### src/design/lcar_pkg.sv
// shared constants and types for the load cell converter reader
// used by every module of the block; no dependencies
package lcar_pkg;

    localparam int DATA_BITS  = 24;
    localparam int WINDOW_MAX = 16;
    localparam int IDX_W      = (WINDOW_MAX > 1) ? $clog2(WINDOW_MAX) : 1;
    localparam int LEN_W      = $clog2(WINDOW_MAX + 1);
    localparam int SUM_W      = DATA_BITS + IDX_W + 1;
    localparam int NET_W      = DATA_BITS + 1;
    localparam int SCALE_W    = 32;
    localparam int PROD_W     = NET_W + SCALE_W;
    localparam int WEIGHT_W   = 32;
    localparam int FRAC_BITS  = 24;
    localparam int HALF_W     = 10;
    localparam int WIN_W      = 5;
    localparam int TICK_W     = 11;
    localparam int BIT_W      = 5;

    typedef enum logic [1:0] {
        REG_HALF_PERIOD = 2'd0,
        REG_WINDOW_LEN  = 2'd1,
        REG_TARE        = 2'd2,
        REG_SCALE       = 2'd3
    } cfg_reg_t;

    // what one tick of the serial sequencer produced
    typedef struct packed {
        logic                 sck;
        logic                 done;
        logic [DATA_BITS-1:0] raw;
    } step_t;

    // requests from the controller to the sample ring
    typedef struct packed {
        logic                 wr_en;
        logic [DATA_BITS-1:0] wr_data;
        logic [IDX_W-1:0]     rd_addr;
    } ring_req_t;

endpackage

### src/design/lcar_serial.sv
// serial clock sequencer: waits for data ready, bit-bangs 24 pulses plus one
// extra, shifts in the data pin; depends on lcar_pkg
module lcar_serial (
    input  logic                          clk,
    input  logic                          rst_n,
    input  logic                          step_en,
    input  logic                          dout,
    input  logic [lcar_pkg::HALF_W-1:0]   half_period,
    output lcar_pkg::step_t               step
);
    import lcar_pkg::*;

    typedef enum logic [2:0] {
        PH_WAIT,
        PH_FIRST_LOW,
        PH_HIGH,
        PH_READ,
        PH_END_HIGH,
        PH_END_LOW
    } phase_t;

    localparam logic [TICK_W-1:0] TICK_MAX = {TICK_W{1'b1}};

    phase_t                phase_reg, phase_next;
    logic [TICK_W-1:0]     tick_reg, tick_next, tick_inc;
    logic [BIT_W-1:0]      bit_reg, bit_next, bit_inc;
    logic [DATA_BITS-1:0]  shift_reg, shift_next;
    logic                  level_reg, level_next;
    logic                  edge_hit;
    logic                  done;

    always_comb
    begin
        tick_inc   = (tick_reg < TICK_MAX) ? tick_reg + TICK_W'(1) : tick_reg;
        edge_hit   = tick_inc > TICK_W'(half_period);
        bit_inc    = bit_reg + BIT_W'(1);
        phase_next = phase_reg;
        tick_next  = tick_inc;
        bit_next   = bit_reg;
        shift_next = shift_reg;
        level_next = level_reg;
        done       = 1'b0;
        case (phase_reg)
            PH_WAIT:
            begin
                if (!dout)
                begin
                    phase_next = PH_FIRST_LOW;
                    tick_next  = '0;
                end
            end
            PH_FIRST_LOW:
            begin
                if (edge_hit)
                begin
                    level_next = 1'b0;
                    phase_next = PH_HIGH;
                    tick_next  = '0;
                end
            end
            PH_HIGH:
            begin
                if (edge_hit)
                begin
                    level_next = 1'b1;
                    phase_next = PH_READ;
                    tick_next  = '0;
                end
            end
            PH_READ:
            begin
                if (edge_hit)
                begin
                    shift_next = {shift_reg[DATA_BITS-2:0], dout};
                    level_next = 1'b0;
                    tick_next  = '0;
                    if (bit_inc >= BIT_W'(DATA_BITS))
                    begin
                        bit_next   = '0;
                        phase_next = PH_END_HIGH;
                    end
                    else
                    begin
                        bit_next   = bit_inc;
                        phase_next = PH_HIGH;
                    end
                end
            end
            PH_END_HIGH:
            begin
                if (edge_hit)
                begin
                    level_next = 1'b1;
                    phase_next = PH_END_LOW;
                    tick_next  = '0;
                end
            end
            PH_END_LOW:
            begin
                // counter is left running here on purpose
                if (edge_hit)
                begin
                    level_next = 1'b0;
                    phase_next = PH_WAIT;
                    shift_next = '0;
                    done       = 1'b1;
                end
            end
            default:
            begin
                phase_next = PH_WAIT;
            end
        endcase
    end

    assign step.sck  = level_next;
    assign step.done = done;
    assign step.raw  = shift_reg;

    always_ff @(posedge clk or negedge rst_n)
    begin
        if (!rst_n)
        begin
            phase_reg <= PH_WAIT;
            tick_reg  <= '0;
            bit_reg   <= '0;
            shift_reg <= '0;
            level_reg <= 1'b0;
        end
        else if (step_en)
        begin
            phase_reg <= phase_next;
            tick_reg  <= tick_next;
            bit_reg   <= bit_next;
            shift_reg <= shift_next;
            level_reg <= level_next;
        end
    end

endmodule

### src/design/lcar_ring.sv
// sample ring: synchronous memory of window entries with per-entry valid bits
// and the write index; depends on lcar_pkg
module lcar_ring (
    input  logic                           clk,
    input  logic                           rst_n,
    input  lcar_pkg::ring_req_t            req,
    input  logic [lcar_pkg::LEN_W-1:0]     len,
    output logic [lcar_pkg::DATA_BITS-1:0] rd_data
);
    import lcar_pkg::*;

    logic [DATA_BITS-1:0]  mem [WINDOW_MAX];
    logic [WINDOW_MAX-1:0] valid_reg;
    logic [IDX_W-1:0]      index_reg;
    logic [LEN_W-1:0]      index_inc;
    logic [DATA_BITS-1:0]  rd_q_reg;
    logic                  rd_valid_reg;

    assign index_inc = LEN_W'(index_reg) + LEN_W'(1);

    always_ff @(posedge clk)
    begin
        if (req.wr_en)
        begin
            mem[index_reg] <= req.wr_data;
        end
        rd_q_reg <= mem[req.rd_addr];
    end

    always_ff @(posedge clk or negedge rst_n)
    begin
        if (!rst_n)
        begin
            valid_reg    <= '0;
            index_reg    <= '0;
            rd_valid_reg <= 1'b0;
        end
        else
        begin
            rd_valid_reg <= valid_reg[req.rd_addr];
            if (req.wr_en)
            begin
                valid_reg[index_reg] <= 1'b1;
                index_reg <= (index_inc >= len) ? '0 : IDX_W'(index_inc);
            end
        end
    end

    // entries never written read as zero
    assign rd_data = rd_valid_reg ? rd_q_reg : '0;

endmodule

### src/design/lcar_div.sv
// restoring divider, one quotient bit per cycle, for the window mean
// depends on lcar_pkg
module lcar_div (
    input  logic                       clk,
    input  logic                       rst_n,
    input  logic                       start,
    input  logic [lcar_pkg::SUM_W-1:0] dividend,
    input  logic [lcar_pkg::LEN_W-1:0] divisor,
    output logic                       done,
    output logic [lcar_pkg::SUM_W-1:0] quotient
);
    import lcar_pkg::*;

    localparam int CNT_W = $clog2(SUM_W);

    logic              busy_reg;
    logic              done_reg;
    logic [CNT_W-1:0]  cnt_reg;
    logic [LEN_W-1:0]  rem_reg;
    logic [LEN_W-1:0]  div_reg;
    logic [SUM_W-1:0]  quo_reg;
    logic [LEN_W:0]    trial;
    logic              fits;
    logic [LEN_W-1:0]  rem_next;

    always_comb
    begin
        trial    = {rem_reg, quo_reg[SUM_W-1]};
        fits     = trial >= {1'b0, div_reg};
        rem_next = fits ? LEN_W'(trial - {1'b0, div_reg}) : trial[LEN_W-1:0];
    end

    always_ff @(posedge clk or negedge rst_n)
    begin
        if (!rst_n)
        begin
            busy_reg <= 1'b0;
            done_reg <= 1'b0;
            cnt_reg  <= '0;
            rem_reg  <= '0;
            div_reg  <= '0;
            quo_reg  <= '0;
        end
        else
        begin
            done_reg <= 1'b0;
            if (start)
            begin
                busy_reg <= 1'b1;
                cnt_reg  <= '0;
                rem_reg  <= '0;
                div_reg  <= divisor;
                quo_reg  <= dividend;
            end
            else if (busy_reg)
            begin
                rem_reg <= rem_next;
                quo_reg <= {quo_reg[SUM_W-2:0], fits};
                cnt_reg <= cnt_reg + CNT_W'(1);
                if (cnt_reg == CNT_W'(SUM_W - 1))
                begin
                    busy_reg <= 1'b0;
                    done_reg <= 1'b1;
                end
            end
        end
    end

    assign done     = done_reg;
    assign quotient = quo_reg;

endmodule

### src/design/load_cell_adc_reader.sv
// load cell converter reader: one tick in, one result out
// a tick without a finished conversion: result registered in the cycle after the transfer
// a tick that ends a conversion: ring read sweep over the effective window length
// (1 to 16), drain, 29-step mean divider, multiply, truncate and saturate
// next tick is taken once the previous result is done; reset puts the sequencer
// in its wait phase, makes the ring read as zero and loads register defaults
module load_cell_adc_reader (
    input  logic         clk,
    input  logic         rst_n,
    input  logic         cfg_we,
    input  logic [1:0]   cfg_addr,
    input  logic [31:0]  cfg_wdata,
    input  logic         s_tvalid,
    output logic         s_tready,
    input  logic [7:0]   s_tdata,   // [0] dout, [7:1] zero
    output logic         m_tvalid,
    input  logic         m_tready,
    output logic [111:0] m_tdata,   // [0] sck, [24:1] raw_sample, [48:25] average,
                                    // [73:49] net_count, [105:74] weight, rest zero
    output logic         m_tuser    // [0] sample_valid
);
    import lcar_pkg::*;

    typedef enum logic [2:0] {
        S_IDLE,
        S_SUM,
        S_DRAIN,
        S_DIV_GO,
        S_DIV_WAIT,
        S_MUL,
        S_OUT
    } state_t;

    state_t                      state_reg;
    logic [HALF_W-1:0]           half_reg;
    logic [WIN_W-1:0]            win_reg;
    logic signed [DATA_BITS-1:0] tare_reg;
    logic signed [SCALE_W-1:0]   scale_reg;

    logic [IDX_W-1:0]            rd_cnt_reg;
    logic                        rd_pend_reg;
    logic signed [SUM_W-1:0]     sum_reg;
    logic signed [NET_W-1:0]     net_reg;
    logic signed [DATA_BITS-1:0] avg_reg;
    logic signed [PROD_W-1:0]    prod_reg;
    logic                        sck_hold_reg;
    logic [DATA_BITS-1:0]        raw_hold_reg;

    logic                        out_valid_reg;
    logic                        out_sck_reg;
    logic                        out_flag_reg;
    logic [DATA_BITS-1:0]        out_raw_reg;
    logic [DATA_BITS-1:0]        out_avg_reg;
    logic [NET_W-1:0]            out_net_reg;
    logic [WEIGHT_W-1:0]         out_w_reg;

    step_t                       step;
    ring_req_t                   ring_req;
    logic [DATA_BITS-1:0]        ring_rd;
    logic [LEN_W-1:0]            len;
    logic                        accept;
    logic                        slot_free;
    logic                        div_done;
    logic [SUM_W-1:0]            quo;
    logic [SUM_W-1:0]            sum_mag;
    logic signed [DATA_BITS-1:0] avg_c;
    logic signed [NET_W-1:0]     net_c;
    logic signed [PROD_W-1:0]    prod_bias;
    logic signed [PROD_W-FRAC_BITS-1:0] w_wide;
    logic [WEIGHT_W-1:0]         w_sat;

    // window length clamped to 1..WINDOW_MAX
    always_comb
    begin
        if (win_reg == '0)
            len = LEN_W'(1);
        else if (int'(win_reg) > WINDOW_MAX)
            len = LEN_W'(WINDOW_MAX);
        else
            len = LEN_W'(win_reg);
    end

    assign slot_free = !out_valid_reg || m_tready;
    assign s_tready  = (state_reg == S_IDLE) && slot_free;
    assign accept    = s_tvalid && s_tready;

    lcar_serial u_serial (
        .clk         (clk),
        .rst_n       (rst_n),
        .step_en     (accept),
        .dout        (s_tdata[0]),
        .half_period (half_reg),
        .step        (step)
    );

    assign ring_req.wr_en   = accept && step.done;
    assign ring_req.wr_data = step.raw;
    assign ring_req.rd_addr = rd_cnt_reg;

    lcar_ring u_ring (
        .clk     (clk),
        .rst_n   (rst_n),
        .req     (ring_req),
        .len     (len),
        .rd_data (ring_rd)
    );

    assign sum_mag = sum_reg[SUM_W-1] ? SUM_W'(-sum_reg) : SUM_W'(sum_reg);

    lcar_div u_div (
        .clk      (clk),
        .rst_n    (rst_n),
        .start    (state_reg == S_DIV_GO),
        .dividend (sum_mag),
        .divisor  (len),
        .done     (div_done),
        .quotient (quo)
    );

    always_comb
    begin
        // mean truncates toward zero, so the sign goes back on the magnitude
        avg_c = DATA_BITS'(sum_reg[SUM_W-1] ? (SUM_W'(0) - quo) : quo);
        net_c = NET_W'(avg_c) - NET_W'(tare_reg);
        // bias negative products so the shift truncates toward zero
        prod_bias = prod_reg[PROD_W-1]
                  ? prod_reg + PROD_W'((64'd1 << FRAC_BITS) - 64'd1)
                  : prod_reg;
        w_wide = prod_bias[PROD_W-1:FRAC_BITS];
        if (w_wide[PROD_W-FRAC_BITS-1] != w_wide[WEIGHT_W-1])
            w_sat = w_wide[PROD_W-FRAC_BITS-1] ? {1'b1, {(WEIGHT_W-1){1'b0}}}
                                               : {1'b0, {(WEIGHT_W-1){1'b1}}};
        else
            w_sat = w_wide[WEIGHT_W-1:0];
    end

    always_ff @(posedge clk or negedge rst_n)
    begin
        if (!rst_n)
        begin
            state_reg     <= S_IDLE;
            half_reg      <= HALF_W'(10);
            win_reg       <= WIN_W'(3);
            tare_reg      <= '0;
            scale_reg     <= SCALE_W'(12451);
            rd_cnt_reg    <= '0;
            rd_pend_reg   <= 1'b0;
            sum_reg       <= '0;
            net_reg       <= '0;
            avg_reg       <= '0;
            prod_reg      <= '0;
            sck_hold_reg  <= 1'b0;
            raw_hold_reg  <= '0;
            out_valid_reg <= 1'b0;
            out_sck_reg   <= 1'b0;
            out_flag_reg  <= 1'b0;
            out_raw_reg   <= '0;
            out_avg_reg   <= '0;
            out_net_reg   <= '0;
            out_w_reg     <= '0;
        end
        else
        begin
            if (cfg_we)
            begin
                case (cfg_reg_t'(cfg_addr))
                    REG_HALF_PERIOD: half_reg  <= cfg_wdata[HALF_W-1:0];
                    REG_WINDOW_LEN:  win_reg   <= cfg_wdata[WIN_W-1:0];
                    REG_TARE:        tare_reg  <= cfg_wdata[DATA_BITS-1:0];
                    REG_SCALE:       scale_reg <= cfg_wdata[SCALE_W-1:0];
                    default:         ;
                endcase
            end

            if (out_valid_reg && m_tready)
                out_valid_reg <= 1'b0;

            rd_pend_reg <= (state_reg == S_SUM);
            if (rd_pend_reg)
                sum_reg <= sum_reg + SUM_W'(signed'(ring_rd));

            case (state_reg)
                S_IDLE:
                begin
                    if (accept)
                    begin
                        if (step.done)
                        begin
                            sck_hold_reg <= step.sck;
                            raw_hold_reg <= step.raw;
                            sum_reg      <= '0;
                            rd_cnt_reg   <= '0;
                            state_reg    <= S_SUM;
                        end
                        else
                        begin
                            out_valid_reg <= 1'b1;
                            out_sck_reg   <= step.sck;
                            out_flag_reg  <= 1'b0;
                            out_raw_reg   <= '0;
                            out_avg_reg   <= '0;
                            out_net_reg   <= '0;
                            out_w_reg     <= '0;
                        end
                    end
                end
                S_SUM:
                begin
                    // one ring read per cycle over entries 0 .. len-1
                    if (LEN_W'(rd_cnt_reg) == len - LEN_W'(1))
                    begin
                        rd_cnt_reg <= '0;
                        state_reg  <= S_DRAIN;
                    end
                    else
                    begin
                        rd_cnt_reg <= rd_cnt_reg + IDX_W'(1);
                    end
                end
                S_DRAIN:
                begin
                    state_reg <= S_DIV_GO;
                end
                S_DIV_GO:
                begin
                    state_reg <= S_DIV_WAIT;
                end
                S_DIV_WAIT:
                begin
                    if (div_done)
                    begin
                        avg_reg   <= avg_c;
                        net_reg   <= net_c;
                        state_reg <= S_MUL;
                    end
                end
                S_MUL:
                begin
                    prod_reg  <= PROD_W'(net_reg) * PROD_W'(scale_reg);
                    state_reg <= S_OUT;
                end
                S_OUT:
                begin
                    if (slot_free)
                    begin
                        out_valid_reg <= 1'b1;
                        out_sck_reg   <= sck_hold_reg;
                        out_flag_reg  <= 1'b1;
                        out_raw_reg   <= raw_hold_reg;
                        out_avg_reg   <= avg_reg;
                        out_net_reg   <= net_reg;
                        out_w_reg     <= w_sat;
                        state_reg     <= S_IDLE;
                    end
                end
                default:
                begin
                    state_reg <= S_IDLE;
                end
            endcase
        end
    end

    assign m_tvalid = out_valid_reg;
    assign m_tuser  = out_flag_reg;
    assign m_tdata  = {6'd0, out_w_reg, out_net_reg, out_avg_reg, out_raw_reg, out_sck_reg};

endmodule

### config.mk
export PLATFORM = sky130hd
export DESIGN_NAME = load_cell_adc_reader
export DESIGN_NICKNAME = d
export VERILOG_FILES = /design/src/design/lcar_pkg.sv /design/src/design/lcar_serial.sv /design/src/design/lcar_ring.sv /design/src/design/lcar_div.sv /design/src/design/load_cell_adc_reader.sv
export SDC_FILE = /design/constraint.sdc
export NUM_CORES = 2
export LEC_CHECK = 0
export BUFFER_PORTS_ARGS = -buffer_cell sky130_fd_sc_hd__buf_2
export CORE_MARGIN = 8
export CORE_UTILIZATION = 35
export DETAILED_ROUTE_END_ITERATION = 7
export PLACE_DENSITY = 0.51
export SKIP_CTS_REPAIR_TIMING = 1
export SLEW_MARGIN = 20
export SYNTH_ARGS = -nofsm -noshare
export SYNTH_HDL_FRONTEND = slang
export SYNTH_SLANG_ARGS = --single-unit
### constraint.sdc
create_clock -name clk -period 7.98 [get_ports clk]
set_input_delay 2.394 -clock clk [delete_from_list [all_inputs] [get_ports clk]]
set_output_delay 2.394 -clock clk [all_outputs]
set_load 0.05 [all_outputs]
* Word-level counts from Yosys, hierarchy flattened
Memory sizes are Yosys's and may differ from the RTL's. A register that Yosys moved wholly into a read port is not among the register bits.
Index checks and enable logic that the tools add are counted.
** Word-level totals
- Logic and storage cells :: 207
- Register bits :: 458
- Input bits :: 47
- Output and inout port bits :: 115
- RAM bits :: 384
- Memories :: 1
** Memory list
- u_ring.mem :: words 16, bits a word 24, read ports 1, clocked after memory_dff 1, write ports 1, RTL line lcar_ring.sv:12 : logic [DATA_BITS-1:0] mem [WINDOW_MAX];
** Cells by class
- Magnitude comparators :: 9
- Multipliers :: 1
- Reduce and logical (&&, ||, !) cells :: 30
- Add/sub/neg operators :: 12
- Muxes and demuxes :: 90
- Equal/unequal tests :: 29
- Bitwise operators :: 1
** Operator list (count)
- 2-to-1 mux 29 bit :: 7
- 2-to-1 mux 24 bit :: 8
- 2-to-1 mux 32 bit :: 5
- one-hot mux 24 bit (2 select lines) :: 3
- 2-to-1 mux 25 bit :: 3
- one-hot mux 32 bit (2 select lines) :: 1
- adder 57 x 24 -> 57 bit (second input constant) :: 1
- multiplier 25 x 32 -> 57 bit :: 1
- 2-to-1 mux 57 bit :: 1
- one-hot mux 25 bit (2 select lines) :: 1
- 2-to-1 mux 5 bit :: 8
- 2-to-1 mux 3 bit :: 12
- 2-to-1 mux 11 bit :: 3
- adder 29 x 24 -> 29 bit :: 1
- negator 29 bit :: 1
- subtractor 24 x 24 -> 25 bit :: 1
- 2-to-1 mux 1 bit :: 24
- subtractor 1 x 24 -> 24 bit (first input constant) :: 1
- one-hot mux 11 bit (2 select lines) :: 1
- one-hot mux 3 bit (7 select lines) :: 1
- one-hot mux 3 bit (6 select lines) :: 1
- 2-to-1 mux 4 bit :: 4
- != test 2 x 1 -> 1 bit (second input constant) :: 8
- OR 16 bit :: 1
- other kinds (42) :: 74

* Longest topological paths before layout
- Depth after elaboration :: 8
- Mapped depth :: 28

* Cells and area by module
Synthesis repeated with hierarchy kept, for this count alone.
** Unflattened totals
- Cell total of the unflattened synthesis :: 6105
- Area total of the unflattened synthesis :: 66722.7 sq um
** Modules (own cells, without submodules)
- load_cell_adc_reader :: cells each 4817, instances 1, area an instance 45502.4 sq um
- lcar_ring :: cells each 745, instances 1, area an instance 16095.4 sq um
- lcar_serial :: cells each 317, instances 1, area an instance 2824.0 sq um
- lcar_div :: cells each 226, instances 1, area an instance 2301.0 sq um

* Least setup slack after synthesis
No wires, ideal clock.
- Kind :: register to register
- Start :: register net_reg[1]
- End :: register prod_reg[49]
- Period minus slack after synthesis :: 7.079 ns
- Stages on the path, launching flop included :: 24
- Slack :: 0.901 ns
- Arrival time :: 6.944 ns
- Setup time :: 0.135 ns
- Path through :: dfrtp_1 -> clkbuf_1 -> and2_1 -> fa_1 -> fa_1 -> inv_1 -> fa_1 -> inv_1 -> fa_1 -> fa_1 -> fa_1 -> inv_1 -> fa_1 -> inv_1 -> ha_1 -> a21o_1 -> a21o_1 -> a21o_1 -> a31oi_1 -> o21ai_0 -> or4b_2 -> a41oi_1 -> xor2_1 -> o21ai_0
** On the way
- Longest elaborated chain between the ends :: 1
** Ends and longest elaborated chain
- start, declared :: RTL line load_cell_adc_reader.sv:43 : logic signed [NET_W-1:0] net_reg;
- start signal, assigned :: RTL line load_cell_adc_reader.sv:233 : net_reg <= net_c;
- multiplier 25 x 32 -> 57 bit :: RTL line load_cell_adc_reader.sv:239 : prod_reg <= PROD_W'(net_reg) * PROD_W'(scale_reg);
- end signal, assigned :: RTL line load_cell_adc_reader.sv:239
- end, declared :: RTL line load_cell_adc_reader.sv:45 : logic signed [PROD_W-1:0] prod_reg;
Every way passes these cells.
A chain may end at the register's enable or synchronous reset.

* Worst setup path after layout
- Start :: register scale_reg[13]
- End :: register prod_reg[49]
** On the way
- Longest elaborated chain between the ends :: 1
** Ends and longest elaborated chain
- start, declared :: RTL line load_cell_adc_reader.sv:38 : logic signed [SCALE_W-1:0] scale_reg;
- start signal, assigned :: RTL line load_cell_adc_reader.sv:170 : REG_SCALE: scale_reg <= cfg_wdata[SCALE_W-1:0];
- multiplier 25 x 32 -> 57 bit :: RTL line load_cell_adc_reader.sv:239
Every way passes these cells.

==> results.md <==
* Most frequent cells in the layout: 1025 x nand2_1, 829 x inv_1, 822 x fa_1
* Fin nets at 7441
* # DRC at 0
* Fin crit period at 7.66 ns
* Routed Antenna Nets at 0
* CTS Root Cell: clkbuf_16
* Net switching power at 2.80 mW
* Combinational Power Share at 7.7%
* Most common cell after layout, fill and taps aside: nand2_1
* Final setup viols at 0
* RSZ-0062 raised after global routing: no
* Max FFs per register at 384
* Sw Share at 26.5%
* Synth top area share at 24.8%
* WL final at 183000 µm
* Vias in the first global route at 47233
* DR pass1 iterations at 5
* Fin. max-slew vios at 0
* Fin crit share at 96.0%
* Drt via density at 4.94
* Tot GR Track Use at 17.9%
* Core box area at 188000 µm²
* Worst hold slack at 0.463 ns
* PwrDens at 143 nW/µm²
* Top post-synthesis cells by area: fa_1 25%, edfxtp_1 17%, dfrtp_1 17%
* Crit Path Max Fanout at 13
* Max-cap violations at 0
* CTS clock-pin slew for the worst setup and hold paths at 0.06 ns
* Ys flop type: dfrtp_1
* Least-Margin Pin Slew at 1.20 ns
* First-pass GRT wire length at 286000 µm
* Critical Path Start Type: flip-flop
* Outcome: complete, no violations
* Gpl congestion at 0.834
* Number of synthesized flops with an enable pin at 384
* Starting DRT DRC Count at 2389
* H-tree Lvls at 3
* PortBufs at 148
* Die Width at 451 µm
* Starting Density at 35.3%
* Crit end category: flip-flop
* Sequential share of power at 49.4%
* Die Ht at 451 µm
* Hpwl dp at 136000 µm
* Worst hold path type: reg -> reg
* Cell Area, Synth at 66300 µm²
* Pwr Total at 10.6 mW
* Synth Instances at 6218
* Synthesized flop and latch total at 866
* Largest net degree at the start of global routing at 173
* Share of cells above drive strength 1 at 10.9%
* GRT overflow at 0
* Max VDD drop at 0.178 mV
* Die area at 204000 µm²
* Synth area leader: fa_1
* Synth Warn # at 0
* Placed Instance Area at 70500 µm²
* Seq/Total Area, Yosys at 35.4%
* CTS tree: built
* Crit path DAT at 8.21 ns
* P_leak at 35.2 nW
* CTS max path bufs at 3
* Max Clk Rate at 131 MHz
* Via count at 44015
* Setup Skew at 0.0786 ns
* Clk pwr share at 43.0%
* # rows at 159
* Initial antenna violation count at 3
* P&R area growth vs syn at 11.3%
* CTS buffer count at 96
* Syn avg cell area at 10.7 µm²
* Finished Core Util at 39.3%
* Pint at 7.76 mW
* Asr flop ratio synth at 52.9%
* Count of final hold-check violations at 0
* Final std cells w/o fill at 8911
* I/O pins at 162
* Kind of critical path: reg -> reg
* Post-route cell area at 73800 µm²
* CP Data Required Time at 8.53 ns
* Clock Latency Late Sink at 0.74 ns
* Wire length per cell at 20.6 µm
* Max_slew headroom at 20.2%
* Dpl cells at 8729
* Synth cell types at 89
* CTS sink cnt at 866
==> power groups by stage <==
stage               combinational (mW)  sequential [mW]  clock (mW)
floorplan                        0.506             5.11           0
global route                     0.892             5.24        4.83
finish                           0.809             5.22        4.54
CTS                              0.820             5.21        4.67
global placement                 0.800             5.29           0
detailed placement               0.816             5.30           0
==> per-stage QoR <==
step,setup TNS [ns],worst slack [ns]
floorplan,0,0.901
global placement,-0.401,-0.169
detailed placement,-0.463,-0.206
global route,0,0.0112
finish,0,0.317
CTS,-0.625,-0.249
==> worst max-delay path, cell delays in order, from the launching register on <==
cell       delay (ns)
dfstp_2          0.81
buf_4            0.27
buf_4            0.18
nand2_1          0.07
fa_1             0.49
inv_1            0.05
fa_1             0.48
fa_1             0.51
fa_1             0.55
fa_1             0.43
fa_1             0.49
inv_1            0.05
fa_1             0.49
inv_1            0.05
ha_1             0.30
a2111oi_0        0.37
o21ai_0          0.15
o211ai_1         0.14
o311ai_2         0.20
buf_4            0.19
or4b_2           0.63
a41oi_1          0.31
xor2_1           0.16
o21ai_0          0.08
==> per-layer routing <==
| metal | wire length (µm) | vias up | global-route usage, % |
|---|---|---|---|
| li1 | - | 20327 | - |
| met1 | 78400 | 22739 | 23.0 |
| met2 | 93700 | 698 | 32.1 |
| met3 | 5780 | 251 | 1.82 |
| met4 | 5200 | 0 | 5.23 |
| met5 | 0 | - | 0 |
==> cells in the mapped netlist, types with 26 or more instances <==
library cell	number
nand3_1	37
a22o_1	40
xnor2_1	119
and2_1	441
mux2_2	80
nor2_1	134
inv_1	829
a21oi_1	141
mux2i_1	133
mux4_2	50
nand2b_1	30
a21o_1	70
o31ai_1	26
ha_1	240
fa_1	822
and3_1	32
edfxtp_1	384
nand2_1	1026
clkbuf_1	286
dfrtp_1	448
a221oi_1	27
o21ai_0	347
xor2_1	77
==> cells by family after synthesis <==
kind of cell,Yosys count,share of synthesized area (%)
adder cells (fa/ha/maj),1062,29.3
flip-flops,866,35.4
multiplexers,263,5.06
buffers and inverters,1150,6.62
XOR/XNOR,196,2.59
other,1,0.00565
AO/OA/AOI/OAI,832,7.86
AND/OR/NAND/NOR,1848,13.1
==> layout make-up <==
class,count,area [µm²]
well taps,2495,3120
flip-flops and latches,866,23500
diodes,1,2.50
multi-input cells,4207,38600
clock inverters,46,544
clock buffers,135,2720
repair buffers,332,2210
inverters,829,3110
fillers,18416,114000
==> path summary, 6_finish.rpt <==
kind,start,end,slack (ns),cells after the start
min in group asynchronous,rst_n,out_w_reg[0]$_DFFE_PN0P_,1.62,1
hold / removal,u_ring.valid_reg[8]$_DFFE_PN0P_,u_ring.valid_reg[8]$_DFFE_PN0P_,0.46,1
max in group asynchronous,rst_n,net_reg[1]$_DFFE_PN0P_,4.63,2
setup / recovery,scale_reg[13]$_DFFE_PN1P_,prod_reg[49]$_DFFE_PN0N_,0.32,23
setup reg to reg,scale_reg[13]$_DFFE_PN1P_,prod_reg[49]$_DFFE_PN0N_,0.32,23
hold reg to reg,u_ring.valid_reg[8]$_DFFE_PN0P_,u_ring.valid_reg[8]$_DFFE_PN0P_,0.46,1
Power figures use the tool's default switching activity.
